==> config.mk <==
export PLATFORM = sky130hd
export DESIGN_NAME = dsp_ctrl
export DESIGN_NICKNAME = d
export VERILOG_FILES = /design/src/dsp_pkg.sv /design/src/dsp_ctrl.sv
export SDC_FILE = /design/constraint.sdc
export NUM_CORES = 1
export LEC_CHECK = 0
export BUFFER_PORTS_ARGS = -buffer_cell sky130_fd_sc_hd__buf_2
export CAP_MARGIN = 15
export CORE_UTILIZATION = 51
export DETAILED_ROUTE_END_ITERATION = 7
export PLACE_DENSITY = 0.78
export RECOVER_POWER = 100
export SKIP_CTS_REPAIR_TIMING = 1
export SLEW_MARGIN = 20
export SYNTH_ARGS = -nofsm -noshare
export SYNTH_HDL_FRONTEND = slang
export SYNTH_SLANG_ARGS = --single-unit
==> constraint.sdc <==
create_clock -name i_clk -period 2.04 [get_ports i_clk]
set_input_delay 0.306 -clock i_clk [delete_from_list [all_inputs] [get_ports i_clk]]
set_output_delay 0.306 -clock i_clk [all_outputs]
set_load 0.005 [all_outputs]
==> src/dsp_pkg.sv <==
// Shared types and constants of the shortest path search block.
// No dependencies; imported by the controller, datapath, top level and port checker.
`default_nettype none

package dsp_pkg;

    localparam int MAX_NODES_DEF  = 32;
    localparam int MAX_DEGREE_DEF = 16;
    localparam int COST_BITS_DEF  = 8;

    localparam int NODE_BITS    = 5;
    localparam int DIST_BITS    = 13;
    localparam int CMD_BITS     = 2;
    localparam int STAT_BITS    = 2;
    localparam int CFG_BITS     = 6;
    localparam int COST_IN_BITS = 8;
    localparam int RESULT_LIMIT = 32;
    localparam int NODE_CAP     = 32;

    localparam logic [DIST_BITS-1:0] DIST_MAX = '1;
    localparam logic [CFG_BITS-1:0]  NODE_COUNT_RESET = CFG_BITS'(32);

    typedef enum logic [CMD_BITS-1:0] {
        CMD_CLEAR,
        CMD_ADD,
        CMD_SEARCH,
        CMD_NONE
    } t_cmd;

    typedef enum logic [STAT_BITS-1:0] {
        ST_OK,
        ST_FULL,
        ST_RANGE,
        ST_UNREACH
    } t_status;

    typedef enum logic [3:0] {
        OP_NONE,
        OP_LOAD,
        OP_CLR_GRAPH,
        OP_LATCH_DEGA,
        OP_WR_A,
        OP_WR_B,
        OP_RESP,
        OP_INIT,
        OP_SETTLE,
        OP_REL_RD,
        OP_REL_UP,
        OP_SCAN,
        OP_PICK,
        OP_UNREACH
    } t_op;

    typedef enum logic [3:0] {
        S_IDLE,
        S_DECODE,
        S_ADD_DEGA,
        S_ADD_CHK,
        S_ADD_WRA,
        S_ADD_WRB,
        S_RESP,
        S_INIT,
        S_SETTLE,
        S_REL_RD,
        S_REL_UP,
        S_SCAN,
        S_SCAN_END,
        S_UNREACH
    } t_state;

    typedef struct packed {
        t_op     op;
        t_status code;
    } t_dp_cmd;

    typedef struct packed {
        t_cmd cmd;
        logic range_err;
        logic full;
        logic hit;
        logic rel_done;
        logic scan_done;
        logic have;
        logic k_full;
        logic out_free;
    } t_dp_stat;

endpackage

`default_nettype wire

==> src/dsp_ctrl.sv <==
// Controller state machine of the shortest path search block.
// Depends on dsp_pkg; drives commands to dsp_datapath and reads its status.
`default_nettype none

module dsp_ctrl (
    input  wire                i_clk,
    input  wire                i_rst_n,
    input  wire                i_valid,
    output logic               o_stall,
    input  dsp_pkg::t_dp_stat  i_stat,
    output dsp_pkg::t_dp_cmd   o_cmd
);
    import dsp_pkg::*;

    t_state  r_state;
    t_state  n_state;
    t_status r_code;
    t_status n_code;

    always_ff @(posedge i_clk) begin
        if (!i_rst_n) begin
            r_state <= S_IDLE;
            r_code  <= ST_OK;
        end else begin
            r_state <= n_state;
            r_code  <= n_code;
        end
    end

    always_comb begin
        n_state = r_state;
        n_code  = r_code;
        unique case (r_state)
            S_IDLE: begin
                if (i_valid) n_state = S_DECODE;
            end
            S_DECODE: begin
                unique case (i_stat.cmd)
                    CMD_CLEAR: begin
                        n_code  = ST_OK;
                        n_state = S_RESP;
                    end
                    CMD_ADD: begin
                        if (i_stat.range_err) begin
                            n_code  = ST_RANGE;
                            n_state = S_RESP;
                        end else begin
                            n_state = S_ADD_DEGA;
                        end
                    end
                    CMD_SEARCH: begin
                        if (i_stat.range_err) begin
                            n_code  = ST_RANGE;
                            n_state = S_RESP;
                        end else begin
                            n_state = S_INIT;
                        end
                    end
                    default: n_state = S_IDLE;
                endcase
            end
            S_ADD_DEGA: n_state = S_ADD_CHK;
            S_ADD_CHK: begin
                if (i_stat.full) begin
                    n_code  = ST_FULL;
                    n_state = S_RESP;
                end else begin
                    n_state = S_ADD_WRA;
                end
            end
            S_ADD_WRA: n_state = S_ADD_WRB;
            S_ADD_WRB: begin
                n_code  = ST_OK;
                n_state = S_RESP;
            end
            S_RESP: begin
                if (i_stat.out_free) n_state = S_IDLE;
            end
            S_INIT: n_state = S_SETTLE;
            S_SETTLE: begin
                if (i_stat.out_free) n_state = i_stat.hit ? S_IDLE : S_REL_RD;
            end
            S_REL_RD: n_state = i_stat.rel_done ? S_SCAN : S_REL_UP;
            S_REL_UP: n_state = S_REL_RD;
            S_SCAN: begin
                if (i_stat.scan_done) n_state = S_SCAN_END;
            end
            S_SCAN_END: begin
                n_state = (!i_stat.have || i_stat.k_full) ? S_UNREACH : S_SETTLE;
            end
            S_UNREACH: begin
                if (i_stat.out_free) n_state = S_IDLE;
            end
            default: n_state = S_IDLE;
        endcase
    end

    always_comb begin
        o_cmd.op   = OP_NONE;
        o_cmd.code = r_code;
        o_stall    = 1'b1;
        unique case (r_state)
            S_IDLE: begin
                o_stall = 1'b0;
                if (i_valid) o_cmd.op = OP_LOAD;
            end
            S_DECODE: begin
                if (i_stat.cmd == CMD_CLEAR) o_cmd.op = OP_CLR_GRAPH;
            end
            S_ADD_DEGA: o_cmd.op = OP_LATCH_DEGA;
            S_ADD_WRA:  o_cmd.op = OP_WR_A;
            S_ADD_WRB:  o_cmd.op = OP_WR_B;
            S_RESP: begin
                if (i_stat.out_free) o_cmd.op = OP_RESP;
            end
            S_INIT: o_cmd.op = OP_INIT;
            S_SETTLE: begin
                if (i_stat.out_free) o_cmd.op = OP_SETTLE;
            end
            S_REL_RD: begin
                if (!i_stat.rel_done) o_cmd.op = OP_REL_RD;
            end
            S_REL_UP: o_cmd.op = OP_REL_UP;
            S_SCAN: begin
                if (!i_stat.scan_done) o_cmd.op = OP_SCAN;
            end
            S_SCAN_END: begin
                if (i_stat.have && !i_stat.k_full) o_cmd.op = OP_PICK;
            end
            S_UNREACH: begin
                if (i_stat.out_free) o_cmd.op = OP_UNREACH;
            end
            default: o_cmd.op = OP_NONE;
        endcase
    end

endmodule

`default_nettype wire

==> metrics.csv, run 1 <==
metric,value,unit
synth_mux_area_frac,0.0563,
fin_crit_sh,0.938,
ys_seq_elements,6,
synthFlopType,dfxtp_1,
synthTopCellsByArea,"dfxtp_1 (16%), a21oi_1 (6.8%), ha_1 (6.8%), o21ai_0 (6.8%), nor2_1 (5.6%)",
cp_max_fo,11,
grt_pass1_wl,2.89,mm
io_buffer_count,19,
worst_pin_slew,372,ps
final.min_clock_period,1910,ps
instances_no_fill,139,
setup_viol,0,
yosysMostFrequentCell,nor2_1,
crit_type,reg -> out,
syn-num-nets,122,
ys_warn_count,0,
postSynthAreaPerCell,6.98,sq um
grt_pass1_vias,699,
slowest_delay,530,ps
grt_max_degree,20,
remaining_drc_errors,0,
rsz0062_at_grt,no,
worstSetupEndpointType,output port,
synth_top_area_share,0.164,
syn_area,733,sq um
drive_above_1_share,0.258,
gp_congestion,0.936,
first_pass_iters,4,
dieArea,0.00159,sq mm
gr-usage-all-layers,0.267,
core,0.00132,sq mm
fmax,523,MHz
outcome,"complete, no violations",
synth_cell_types,39,
cts_tree,done,
tns,0,ps
synth_xor_area_frac,0.0119,
arrival,1610,ps
crit_path_start_kind,flop,
area_growth,17.9,%
fp-row-count,13,
wl_per_cell,13.4,um
skew,8.59,ps
ant_nets,0,
antenna_found_initial,0,
vias_per_cell,6.44,
crit_chain,nor2b_4 > a21oi_1 > o21ai_0 > mux2i_1 > o21ai_0 > buf_2,
htreeDepth,1,
pin_count,20,
cts_max_path_buffers,2,
vdd_ir_drop_max,699,uV
routed_wl,1.86,mm
ys_seq_area_frac,0.164,
worstSkewPairLatency,250,ps
path_common_cell,o21ai_0,
p_per_area,1120,mW/mm^2
synth-simple-area-share,0.266,
setup_ws,127,ps
cts-root-buf,clkbuf_4,
nets,143,
antenna_cells,0,
synth_area_leader_cell,dfxtp_1,
synth_commonest_cells,"nor2_1 (11), a21oi_1 (10), o21ai_0 (10), dfxtp_1 (6), inv_1 (6)",
drt_iter0_drc,51,
dp_cells,136,
initial_core_util,0.557,
synth-compound-area-share,0.341,
synth_edf_count,0,
relSlewSlack,0.752,
leakage,0.370,nW
fp.dieW,39.9,um
hold_violations,0,
netlist_instances,105,
pre_cts_slack,250,ps
path_clk_slew,50,ps
synth_top_family_by_area,compound AO/OA/AOI/OAI gates,
dp_hpwl,1.42,mm
vias,895,
clock_sinks,6,
synth_adder_area_share,0.0683,
crit_slowest_cell,dfxtp_1,
finalMaxSlewViolations,0,
overflow,0,
cp.required,1730,ps
synthArstFlopShare,0,
drv_cap,0,
hold_path_class,in -> reg,
fin_util,0.656,
die_h,39.9,um
numCtsBuffers,3,
[sequential cells by signal, summed over array words and instances, names as in the netlist]
signal / count
r_state: 4
r_code: 2
[placed cells by master, fill, tap and decap left out, types with 3 or more instances in the layout]
master / Yosys / layout
inv_1: 6 / 6
mux2i_1: 3 / 3
clkbuf_4: 0 / 3
nor3_1: 4 / 4
a21oi_1: 10 / 10
dfxtp_1: 6 / 5
nor2b_1: 3 / 3
nor2_1: 11 / 10
a21boi_0: 2 / 3
ha_1: 4 / 4
nand2_1: 5 / 5
o21ai_0: 10 / 10
buf_2: 3 / 17
nand3_1: 5 / 5
buf_4: 1 / 5
[worst paths after layout]
kind	slack [ps]	startpoint	end	cells past startpoint
worst max-delay path	130	r_state[3]	o_cmd[2]	6
worst max register to register	210	r_state[3]	r_state[0]	5
worst min-delay path	370	i_rst_n	r_code[0]	2
worst min register to register	480	r_code[1]	r_code[1]	2
[layout make-up]
cell class	count	area [sq um]
Sequential cell	6	121
Inverter	6	22.5
Fill cell	122	453
Multi-Input combinational cell	85	548
Clock buffer	3	22.5
Tap cell	15	18.8
Timing Repair Buffer	24	131
[worst max-delay path: cells and delay by family (launching register included)]
kind | cells | cell delay [ps]
buffers and inverters | 1 | 130
muxes | 1 | 120
DFF | 1 | 530
and+or+nand+nor | 1 | 240
AOI/OAI and AO/OA | 3 | 340
[metrics by stage]
step	hold slack [ps]	power (mW)	cell area, sq um
4_1_cts	368	0.957	862
3_3_place_gp	451	0.829	840
2_1_floorplan	423	0.666	733
6_report	373	0.965	865
5_1_grt	360	1.06	865
3_5_place_dp	485	0.842	840
[layer usage]
metal / vias up / part of all wire / GRT usage
li1: 423 / - / -
met1: 408 / 0.41 / 0.347
met2: 64 / 0.48 / 0.407
met3: 0 / 0.11 / 0.102
met4: 0 / 0 / 0.0690
met5: - / 0 / 0
[report_power, final]
part	leakage, nW	internal, mW	switching (mW)
Combinational	0.307	0.286	0.345
Sequential	0.0492	0.153	0.0689
Clock	0.0138	0.0667	0.0447
Total	0.370	0.506	0.459
[logic make-up (layout without fill, tap and decap cells)]
group | Yosys count | after routing
flip-flops | 6 | 6
buffers and inverters | 14 | 33
AND/OR/NAND/NOR | 37 | 37
multiplexers | 4 | 4
XOR/XNOR | 1 | 1
AO/OA/AOI/OAI | 39 | 39
adder cells (fa/ha/maj) | 4 | 4
Note: power is estimated with default switching activity, not from simulation.
==> run 2, diff against run 1 <==
--- a/config.mk
+++ b/config.mk
@@ -9,6 +9,7 @@
 export CAP_MARGIN = 15
 export CORE_UTILIZATION = 51
 export DETAILED_ROUTE_END_ITERATION = 7
+export GPL_TIMING_DRIVEN = 0
 export PLACE_DENSITY = 0.78
 export RECOVER_POWER = 100
 export SKIP_CTS_REPAIR_TIMING = 1
==> metrics.csv, run 2 (synthesis results as in run 1) <==
metric,value,unit,change
dp_cells,139,,+2.2%
fmax,519,MHz,-0.79%
worstHoldStart,i_rst_n,,
fin_crit_sh,0.945,,+0.00743
routed_wl,1.87,mm,+0.27%
instances_no_fill,140,,+0.72%
final.min_clock_period,1930,ps,+15.2 ps
worstSetupEndpointType,output port,,
fp.dieW,39.9,um,unchanged
path_clk_slew,40,ps,about the same
cp.required,1730,ps,about the same
worstHoldEndpoint,r_code[0],,
largest_registers,"r_state x4, r_code x2",,
mostFrequentLayoutCells,"buf_2 (18), nor2_1 (10), a21oi_1 (10), o21ai_0 (10)",,
finalMaxSlewViolations,0,,unchanged
io_buffer_count,19,,unchanged
wl_per_cell,13.4,um,-0.45%
grt_max_degree,11,,-45%
grt_pass1_vias,677,,-3.1%
r2r_cells,6,,+1
first_pass_iters,5,,+1
remaining_drc_errors,0,,unchanged
vias,864,,-3.5%
arrival,1620,ps,about the same
path_buf_inv,3,,+2
largest_reg_flops,4,,unchanged
area_growth,18.3,%,
nets,144,,+0.70%
largest_register,r_state,,
nFillCells,124,,+1.6%
outcome,"complete, no violations",,
setup_viol,0,,unchanged
cts_tree,done,,
dp_hpwl,1.46,mm,+2.9%
clock_sinks,6,,unchanged
antenna_cells,0,,unchanged
pre_cts_slack,213,ps,-36.5 ps
htreeDepth,1,,unchanged
worst_pin_slew,383,ps,+11.4 ps
cts-root-buf,clkbuf_4,,
reg2reg_to,r_state[0],,
fp-row-count,13,,unchanged
dieArea,0.00159,sq mm,unchanged
vias_per_cell,6.17,,-4.2%
grt_pass1_wl,2.82,mm,-2.4%
crit_type,reg -> out,,
initial_core_util,0.557,,unchanged
drv_cap,0,,unchanged
slowest_delay,320,ps,-210 ps
final_common_cell,buf_2,,
core,0.00132,sq mm,unchanged
whs_path_depth,2,,unchanged
crit_family,buffers and inverters,,
skew,3.25,ps,-5.34 ps
p_per_area,1110,mW/mm^2,-0.87%
placed_area,847,sq um,+0.89%
r2r-start,r_state[1],,
r2r_slack,250,ps,+40 ps
hold_violations,0,,unchanged
numCtsBuffers,3,,unchanged
hold_path_class,in -> reg,,
overflow,0,,unchanged
crit_slowest_cell,dfxtp_1,,
vdd_ir_drop_max,503,uV,-28%
crit_path_start_kind,flop,,
worstSkewPairLatency,240,ps,about the same
setup_ws,112,ps,-15.2 ps
fin_util,0.658,,+0.00190
relSlewSlack,0.745,,-0.00760
antenna_found_initial,0,,unchanged
rsz0062_at_grt,no,,
drt_iter0_drc,43,,-16%
finalPower,0.959,mW,-0.58%
drive_above_1_share,0.256,,-0.00206
crit_chain,buf_4 > inv_1 > nor2_2 > a21oi_1 > nor3_1 > a31o_2 > buf_2,,
fin_area,867,sq um,+0.29%
cts_max_path_buffers,2,,unchanged
gr-usage-all-layers,0.266,,-0.00116
leakage,0.374,nW,+1.0%
gp_congestion,0.933,,-0.31%
ant_nets,0,,unchanged
die_h,39.9,um,unchanged
pin_count,20,,unchanged
cp_max_fo,10,,-1
## run 2: cell types whose count changed in the layout (fill, tap and decap cells not counted), sizes merged
cell	previous run	this run
buf	22	20
clkbuf	5	8
## run 2: how the worst max path moves through the flow
stage | start | endpoint | depth (start not counted)
global placement | r_state[3] | o_cmd[3] | 7
finish | r_state[0] | o_cmd[3] | 7
floorplan | r_state[3] | r_state[0] | 6
global route | r_state[0] | o_cmd[3] | 7
detailed placement | r_state[0] | o_cmd[5] | 7
CTS | r_state[0] | o_cmd[5] | 7
## run 2: cell type report
cell class,count,area [sq um],share of cell area
clock buffers,3,22.5,0.0260
repair buffers,19,93.8,0.108
inverters,6,22.5,0.0260
well taps,15,18.8,0.0216
flip-flops and latches,6,120,0.139
plain buffers,6,41.3,0.0476
multi-input cells,85,548,0.632
## run 2: report_power, final
group / switching (mW) / internal, mW
registers: 0.0182 / 0.150
clock network: 0.0384 / 0.0662
logic: 0.404 / 0.282
## run 2: metal layers
layer,share of wire,track usage
met4,0,0
met1,0.44,0.330
met3,0.065,0.0852
met2,0.49,0.468
met5,0,0
## run 2: worst register-to-register path: cells and delay by family (launching register included)
kind                   cells  cell delay [ps]
DFF                        1              320
AOI/OAI and AO/OA          3              560
buffers and inverters      1              240
and+or+nand+nor            2              580
## run 2: stage by stage
stage | hold slack, ps | setup TNS (ps)
final | 387 | 0
after global routing | 371 | 0
after CTS | 377 | -63.9
after detailed placement | 461 | 0
after global placement | 449 | 0
after floorplan | 423 | 0
==> run 3, diff against run 2 <==
--- a/config.mk
+++ b/config.mk
@@ -7,10 +7,10 @@
 export LEC_CHECK = 0
 export BUFFER_PORTS_ARGS = -buffer_cell sky130_fd_sc_hd__buf_2
 export CAP_MARGIN = 15
-export CORE_UTILIZATION = 51
+export CORE_UTILIZATION = 46
 export DETAILED_ROUTE_END_ITERATION = 7
 export GPL_TIMING_DRIVEN = 0
-export PLACE_DENSITY = 0.78
+export PLACE_DENSITY = 0.74
 export RECOVER_POWER = 100
 export SKIP_CTS_REPAIR_TIMING = 1
 export SLEW_MARGIN = 20
==> constraint.sdc (replaced) <==
create_clock -name i_clk -period 1.6 [get_ports i_clk]
set_input_delay 0.24 -clock i_clk [delete_from_list [all_inputs] [get_ports i_clk]]
set_output_delay 0.24 -clock i_clk [all_outputs]
set_load 0.005 [all_outputs]
==> metrics.csv, run 3 (synthesis results as in run 1) <==
metric,value,unit,change
final.min_clock_period,1790,ps,
switching_share,0.452,,-0.0278
path_common_cell,o21ai_0,,
instances_no_fill,149,,+6.4%
crit_chain,buf_6 > nor2_1 > a21oi_1 > o21ai_0 > mux2i_1 > o21ai_0 > buf_2,,
nets,152,,+5.6%
mostFrequentLayoutCells,"buf_2 (19), a21oi_1 (10), nor2_1 (9), o21ai_0 (9), buf_4 (8)",,
dp_hpwl,1.46,mm,+0.39%
startpoint,r_state[3],,
dp_cells,140,,+0.72%
setup_viol,4,,+4
crit_path_start_kind,flop,,
pre_cts_slack,-117,ps,-330 ps
rsz0062_at_grt,yes,,
worst_hold_slack,318,ps,-69.8 ps
wl_per_cell,14.6,um,+9.6%
hold_violations,0,,unchanged
core,0.00149,sq mm,+13%
final_common_cell,buf_2,,
ant_nets,0,,unchanged
grt_max_degree,11,,unchanged
largest_registers,"r_state x4, r_code x2",,
highest_layer,met4,,
relSlewSlack,0.765,,+0.0207
fin_crit_sh,1.12,,
cts_max_path_buffers,2,,unchanged
largest_register,r_state,,
setup_ws,-189,ps,-300 ps
worstHoldStart,i_rst_n,,
antenna_found_initial,0,,unchanged
worst_pin_slew,351,ps,-31.7 ps
power_frac_clock,0.087,,-0.022
cts_tree,done,,
slowest_delay,300,ps,-20 ps
r2r_cells,6,,unchanged
remaining_drc_errors,0,,unchanged
hold_path_class,in -> reg,,
first_pass_iters,4,,-1
vias_per_cell,6.21,,+0.70%
outcome,finished with violations,,
path_clk_slew,40,ps,about the same
crit_slowest_cell,dfxtp_1,,
finalMaxSlewViolations,0,,unchanged
numCtsBuffers,3,,unchanged
fmax,559,MHz,
met1_length,872,um,+5.8%
largest_reg_flops,4,,unchanged
gp_congestion,0.934,,+0.11%
worstSetupEndpointType,output port,,
routed_wl,2.18,mm,+17%
crit_type,reg -> out,,
p_seq_frac,0.152,,-0.024
vdd_ir_drop_max,855,uV,+70%
gr-usage-all-layers,0.230,,-0.0360
fp-row-count,14,,+1
initial_core_util,0.492,,-0.0641
htreeDepth,1,,unchanged
overflow,0,,unchanged
cp.required,1360,ps,-370 ps
pin_count,20,,unchanged
p_per_area,1510,mW/mm^2,+36%
wl_met3,191,um,+57%
cts-root-buf,clkbuf_4,,
clock_sinks,6,,unchanged
whs_path_depth,2,,unchanged
power_frac_comb,0.761,,+0.046
area_growth,34.6,%,
worstSkewPairLatency,230,ps,about the same
violations,negative setup slack,,
drive_above_1_share,0.368,,+0.112
skew,0.381,ps,-2.87 ps
reg2reg_to,r_state[0],,
antenna_cells,0,,unchanged
dieArea,0.00176,sq mm,+10%
dr_wl_met2,1.09,mm,+18%
finalPower,1.49,mW,+55%
io_buffer_count,19,,unchanged
switchingPower,0.674,mW,+46%
r2r-start,r_state[3],,
worstHoldEndpoint,r_code[0],,
p_int,0.816,mW,+64%
r2r_slack,20,ps,-230 ps
drt_iter0_drc,41,,-4.7%
grt_pass1_vias,775,,+14%
leakage,0.426,nW,+14%
drv_cap,0,,unchanged
grt_pass1_wl,3.25,mm,+15%
cp_max_fo,8,,-2
die_h,41.9,um,+5.0%
arrival,1550,ps,-70 ps
fp.dieW,41.9,um,+5.0%
vias,926,,+7.2%
[run 3: how the worst max path moves through the flow]
| stage | endpoint | slack [ps] | depth (start not counted) |
|---|---|---|---|
| after global routing | o_cmd[2] | -290 | 7 |
| after detailed placement | r_code[1] | -120 | 6 |
| after CTS | o_cmd[3] | -380 | 7 |
| after global placement | o_cmd[3] | -140 | 7 |
| final | o_cmd[2] | -190 | 7 |
| after floorplan | r_state[0] | 80 | 6 |
[run 3: cell type report]
class	instances	area (sq um)
tap	16	20.0
sequential	6	123
multi-input combinational	85	577
buffer	8	75.1
clock buffer	3	22.5
inverter	6	26.3
timing repair buffer	25	144
fill	127	502
[run 3: worst max-delay path: cells and delay by family, from the launching register on]
| family | cells | cell delay (ps) |
|---|---|---|
| and+or+nand+nor | 1 | 240 |
| buffers and inverters | 2 | 260 |
| muxes | 1 | 110 |
| AOI/OAI and AO/OA | 3 | 410 |
| DFF | 1 | 300 |
[run 3: metrics by stage]
step | utilization | setup TNS (ps) | cell area [sq um]
6_report | 0.663 | -477 | 987
5_1_grt | 0.663 | -864 | 987
4_1_cts | 0.585 | -1390 | 871
3_5_place_dp | 0.570 | -430 | 848
3_3_place_gp | 0.570 | -473 | 848
2_1_floorplan | - | 0 | 733
[run 3: power by group through the flow]
stage / clock network (mW) / logic, mW / registers, mW
global placement: 0 / 0.852 / 0.217
detailed placement: 0 / 0.852 / 0.218
CTS: 0.138 / 0.858 / 0.216
finish: 0.130 / 1.13 / 0.226
global route: 0.148 / 1.23 / 0.233
floorplan: 0 / 0.635 / 0.214
[run 3: per-layer routing]
metal  GRT usage  vias up
met1       0.318      421
met4       0.129        0
met2       0.338       58
li1            -      443
met3      0.0348        4
met5           0        -
